## src/hw/rtl/mlt_pkg.sv

```systemverilog
package mlt_pkg;

   // Field widths fixed by the interface
   localparam int IDX_W   = 10;
   localparam int COORD_W = 20;
   localparam int SLOPE_W = 22;
   localparam int VALUE_W = 64;
   localparam int CSR_W   = 11;

   // Value of an empty node and of a query that finds no line
   localparam logic [VALUE_W-1:0] SENTINEL = 64'h3f3f_3f3f_3f3f_3f3f;

   // Operation codes
   localparam logic [1:0] OP_LOAD   = 2'd0;
   localparam logic [1:0] OP_CLEAR  = 2'd1;
   localparam logic [1:0] OP_INSERT = 2'd2;
   localparam logic [1:0] OP_QUERY  = 2'd3;

   // One stored line of a tree node
   typedef struct packed {
      logic                valid;
      logic [SLOPE_W-1:0]  slope;
      logic [VALUE_W-1:0]  intercept;
   } node_line_type;

   // Write controls shared by the row of level cells
   typedef struct packed {
      logic wr;
      logic clr;
   } cell_ctl_type;

endpackage

```

## src/hw/rtl/mlt_level_cell.sv

```systemverilog
// One tree level: node storage for that level, registered read, and a
// link in the read-data chain (the selected level drives, others forward).
module mlt_level_cell #(
   parameter int LEVEL   = 0,
   parameter int NODE_W  = 11,
   parameter int SWEEP_W = 10,
   parameter int LVL_W   = 4
) (
   input  logic                   clock,
   input  mlt_pkg::cell_ctl_type  ctl,
   input  logic [LVL_W-1:0]       lvl,
   input  logic [NODE_W-1:0]      node,
   input  logic [SWEEP_W-1:0]     sweep,
   input  mlt_pkg::node_line_type wdata,
   input  mlt_pkg::node_line_type chain_in,
   output mlt_pkg::node_line_type chain_out
);

   localparam int AW    = (LEVEL == 0) ? 1 : LEVEL;
   localparam int DEPTH = 1 << AW;

   mlt_pkg::node_line_type mem [DEPTH];
   mlt_pkg::node_line_type rdata_ff;
   logic                   hit;
   logic                   hit_ff;

   assign hit = (lvl == LVL_W'(LEVEL));

   // Clear sweep, node write, registered read
   always_ff @(posedge clock) begin
      if (ctl.clr) begin
         mem[sweep[AW-1:0]] <= '0;
      end else if (ctl.wr && hit) begin
         mem[node[AW-1:0]] <= wdata;
      end
      rdata_ff <= mem[node[AW-1:0]];
      hit_ff   <= hit;
   end

   assign chain_out = hit_ff ? rdata_ff : chain_in;

endmodule

```

## config.mk

```make
export PLATFORM = sky130hd
export DESIGN_NAME = mlt_level_cell
export DESIGN_NICKNAME = d
export VERILOG_FILES = /design/src/hw/rtl/mlt_pkg.sv /design/src/hw/rtl/mlt_level_cell.sv
export SDC_FILE = /design/constraint.sdc
export NUM_CORES = 1
export LEC_CHECK = 0
export ABC_CLOCK_PERIOD_IN_PS = 19400
export BUFFER_PORTS_ARGS = -buffer_cell sky130_fd_sc_hd__buf_2
export CAP_MARGIN = 20
export CORE_MARGIN = 5
export CORE_UTILIZATION = 45
export CTS_CLUSTER_SIZE = 25
export DETAILED_ROUTE_END_ITERATION = 8
export PLACE_DENSITY = 0.76
export SYNTH_ARGS = -nofsm -noshare
export SYNTH_HDL_FRONTEND = slang
export SYNTH_SLANG_ARGS = --single-unit
```

## constraint.sdc

```tcl
create_clock -name clock -period 19.4 [get_ports clock]
set_clock_uncertainty 0.05 [all_clocks]
set_input_delay 3.88 -clock clock [delete_from_list [all_inputs] [get_ports clock]]
set_output_delay 3.88 -clock clock [all_outputs]
set_load 0.02 [all_outputs]
```

==> flow_metrics.env <==
export IMPL_outcome="completed"
export IMPL_fin_hold_ws_ns=0.416
export IMPL_fin_ws_ns=11.07
export IMPL_drt_iter0_drc=193
export IMPL_routed_wl_um=20100
export IMPL_synth_edff_count=174
export IMPL_die_y_um=159
export IMPL_cp_end_kind="primary output"
export IMPL_dp_hpwl_um=12300
export IMPL_clkTransAtPathRegs_ns=0.06
export IMPL_wl_met2_um=10300
export IMPL_place_congestion=0.749
export IMPL_die_area_sq_um=25400
export IMPL_power_leakage_uw=0.00485
export IMPL_fin_area_sq_um=12600
export IMPL_ys_seq_elements=262
export IMPL_start_kind="primary input"
export IMPL_dr_wl_met3_um=1240
export IMPL_drive_gt1_frac=0.528
export IMPL_vdd_drop_max_v=0.0000626
export IMPL_maxCapViolCount=0
export IMPL_synth_main_ff_cell="edfxtp_1"
export IMPL_vias=5900
export IMPL_drt_first_pass_iters=4
export IMPL_yosys_area_top_type_share=0.521
export IMPL_worst_pin_slew_ns=0.878
export IMPL_cts_hold_buffers=0
export IMPL_cts_num_sinks=262
export IMPL_grt_first_pass_wirelength_um=32700
export IMPL_power_density_nw_per_um2=101
export IMPL_crit_required_ns=15.47
export IMPL_numPortBuffers=269
export IMPL_ff_latch_area_sq_um=6990
export IMPL_highest_layer="met4"
export IMPL_antenna_found_initial=0
export IMPL_cts_setup_buffers=0
export IMPL_syn_to_final_growth_pct=25.5
export IMPL_synth_seq_area_share=0.697
export IMPL_yosys_top_cells_area="edfxtp_1, mux2_2, dfxtp_1, nor3_1, inv_1"
export IMPL_fp_row_count=54
export IMPL_htreeDepth=1
export IMPL_max_slew_margin_rel=0.414
export IMPL_finalNetCount=1129
export IMPL_cp_max_fo=1
export IMPL_synthTopCellsByCount="edfxtp_1, mux2_2, inv_1"
export IMPL_tns_ns=0
export IMPL_max_freq_ghz=0.120
export IMPL_grt_max_degree=91
export IMPL_drc_errors=0
export IMPL_synth_avg_cell_area_sq_um=15.2
export IMPL_critPathKind="in -> out"
export IMPL_dp_slack_ns=11.07
export IMPL_fin_util=0.575
export IMPL_clock_path_buffers=3
export IMPL_multi_input_area_sq_um=2470
export IMPL_async_flop_share=0
export IMPL_synth_cell_types=15
export IMPL_synth_top_area_cell="edfxtp_1"
export IMPL_grt_ovfl_total=0
export IMPL_via_per_inst=4.80
export IMPL_finalHoldViolCount=0
export IMPL_period_share=0.430
export IMPL_period_needed_ns=8.33
export IMPL_synth_cells=658
export IMPL_rsz0062_at_grt="false"
export IMPL_root_buffer="clkbuf_16"
export IMPL_postRouteAntennaNets=0
export IMPL_slew_violations=0
export IMPL_start_util=0.458
export IMPL_syn_area_sq_um=10000
export IMPL_ios=289
export IMPL_arrival_ns=4.40
export IMPL_dieWidth_um=159
export IMPL_cts_resized=0
export IMPL_clk_latency_ns=0.51
export IMPL_grt_pass1_vias=6524
export IMPL_dpl_cell_area_sq_um=11600
export IMPL_ys_warn_count=0
export IMPL_nFillCells=1781
export IMPL_tritoncts="built"
export IMPL_setup_viol=0
export IMPL_routedWlPerCell_um=16.4
export IMPL_wl_met1_um=8350
export IMPL_fp_coreArea_sq_um=21900
export IMPL_hold_path_class="reg -> reg"
export IMPL_numCtsBuffers=28
export IMPL_synthesis_nets=860
export IMPL_grtUsageTotal=0.154
worst max-delay path, cell delays in order:
cell	delay (ns)
buf_2	0.10
mux2_2	0.26
buf_2	0.16
cell families after synthesis:
logic type,Yosys count,share of synthesized area
AO/OA/AOI/OAI,2,0.00399
buffers and inverters,130,0.0579
flip-flops,262,0.697
multiplexers,174,0.195
AND/OR/NAND/NOR,90,0.0456
worst paths after layout:
kind          startpoint      endpoint  slack (ns)  depth (start not counted)
min reg2reg   mem[1][10]  rdata_ff[10]        0.42                          1
max reg2reg   mem[1][72]  rdata_ff[72]       18.59                          1
min           mem[1][10]  rdata_ff[10]        0.42                          1
max          chain_in[7]  chain_out[7]       11.07                          3
stage by stage:
step	std cells	total power [uW]
6_report	1229	1270
5_1_grt	1228	1330
4_1_cts	1225	1290
3_5_place_dp	1174	752
3_3_place_gp	1174	749
2_1_floorplan	658	711
area by class of cell:
class / count / share of cell area
Sequential cell: 262 / 0.556
Multi-Input combinational cell: 266 / 0.197
Timing Repair Buffer: 279 / 0.117
Clock buffer: 41 / 0.0653
Tap cell: 280 / 0.0279
Inverter: 90 / 0.0269
Clock inverter: 10 / 0.0100
Antenna cell: 1 / 0.000199
power breakdown:
group          switching (uW)  internal [uW]  leakage, uW
clock                     203            332     0.000465
combinational            52.7           47.5      0.00222
sequential               10.2            629      0.00216
cell usage in the layout, fill, tap and decap left out, drive strengths merged:
master | netlist | final
clkinvlp | 0 | 1
or4 | 1 | 1
nand2b | 1 | 1
o32ai | 1 | 1
buf | 30 | 279
clkbuf | 10 | 41
inv | 90 | 90
dfxtp | 88 | 88
nand2 | 1 | 1
mux2 | 174 | 174
clkinv | 0 | 6
bufinv | 0 | 3
edfxtp | 174 | 174
diode | 0 | 1
o31ai | 1 | 1
nor3 | 87 | 87
registers in the layout, summed over array words and instances (netlist names):
name / flops
hit_ff: 1
mem: 174
rdata_ff: 87
metal layers:
metal	global-route usage	vias to the layer above
met5	0	-
met3	0.0337	22
met1	0.190	2822
li1	-	2870
met2	0.277	186
met4	0.0376	0
Note: power is estimated with default switching activity, not from simulation.
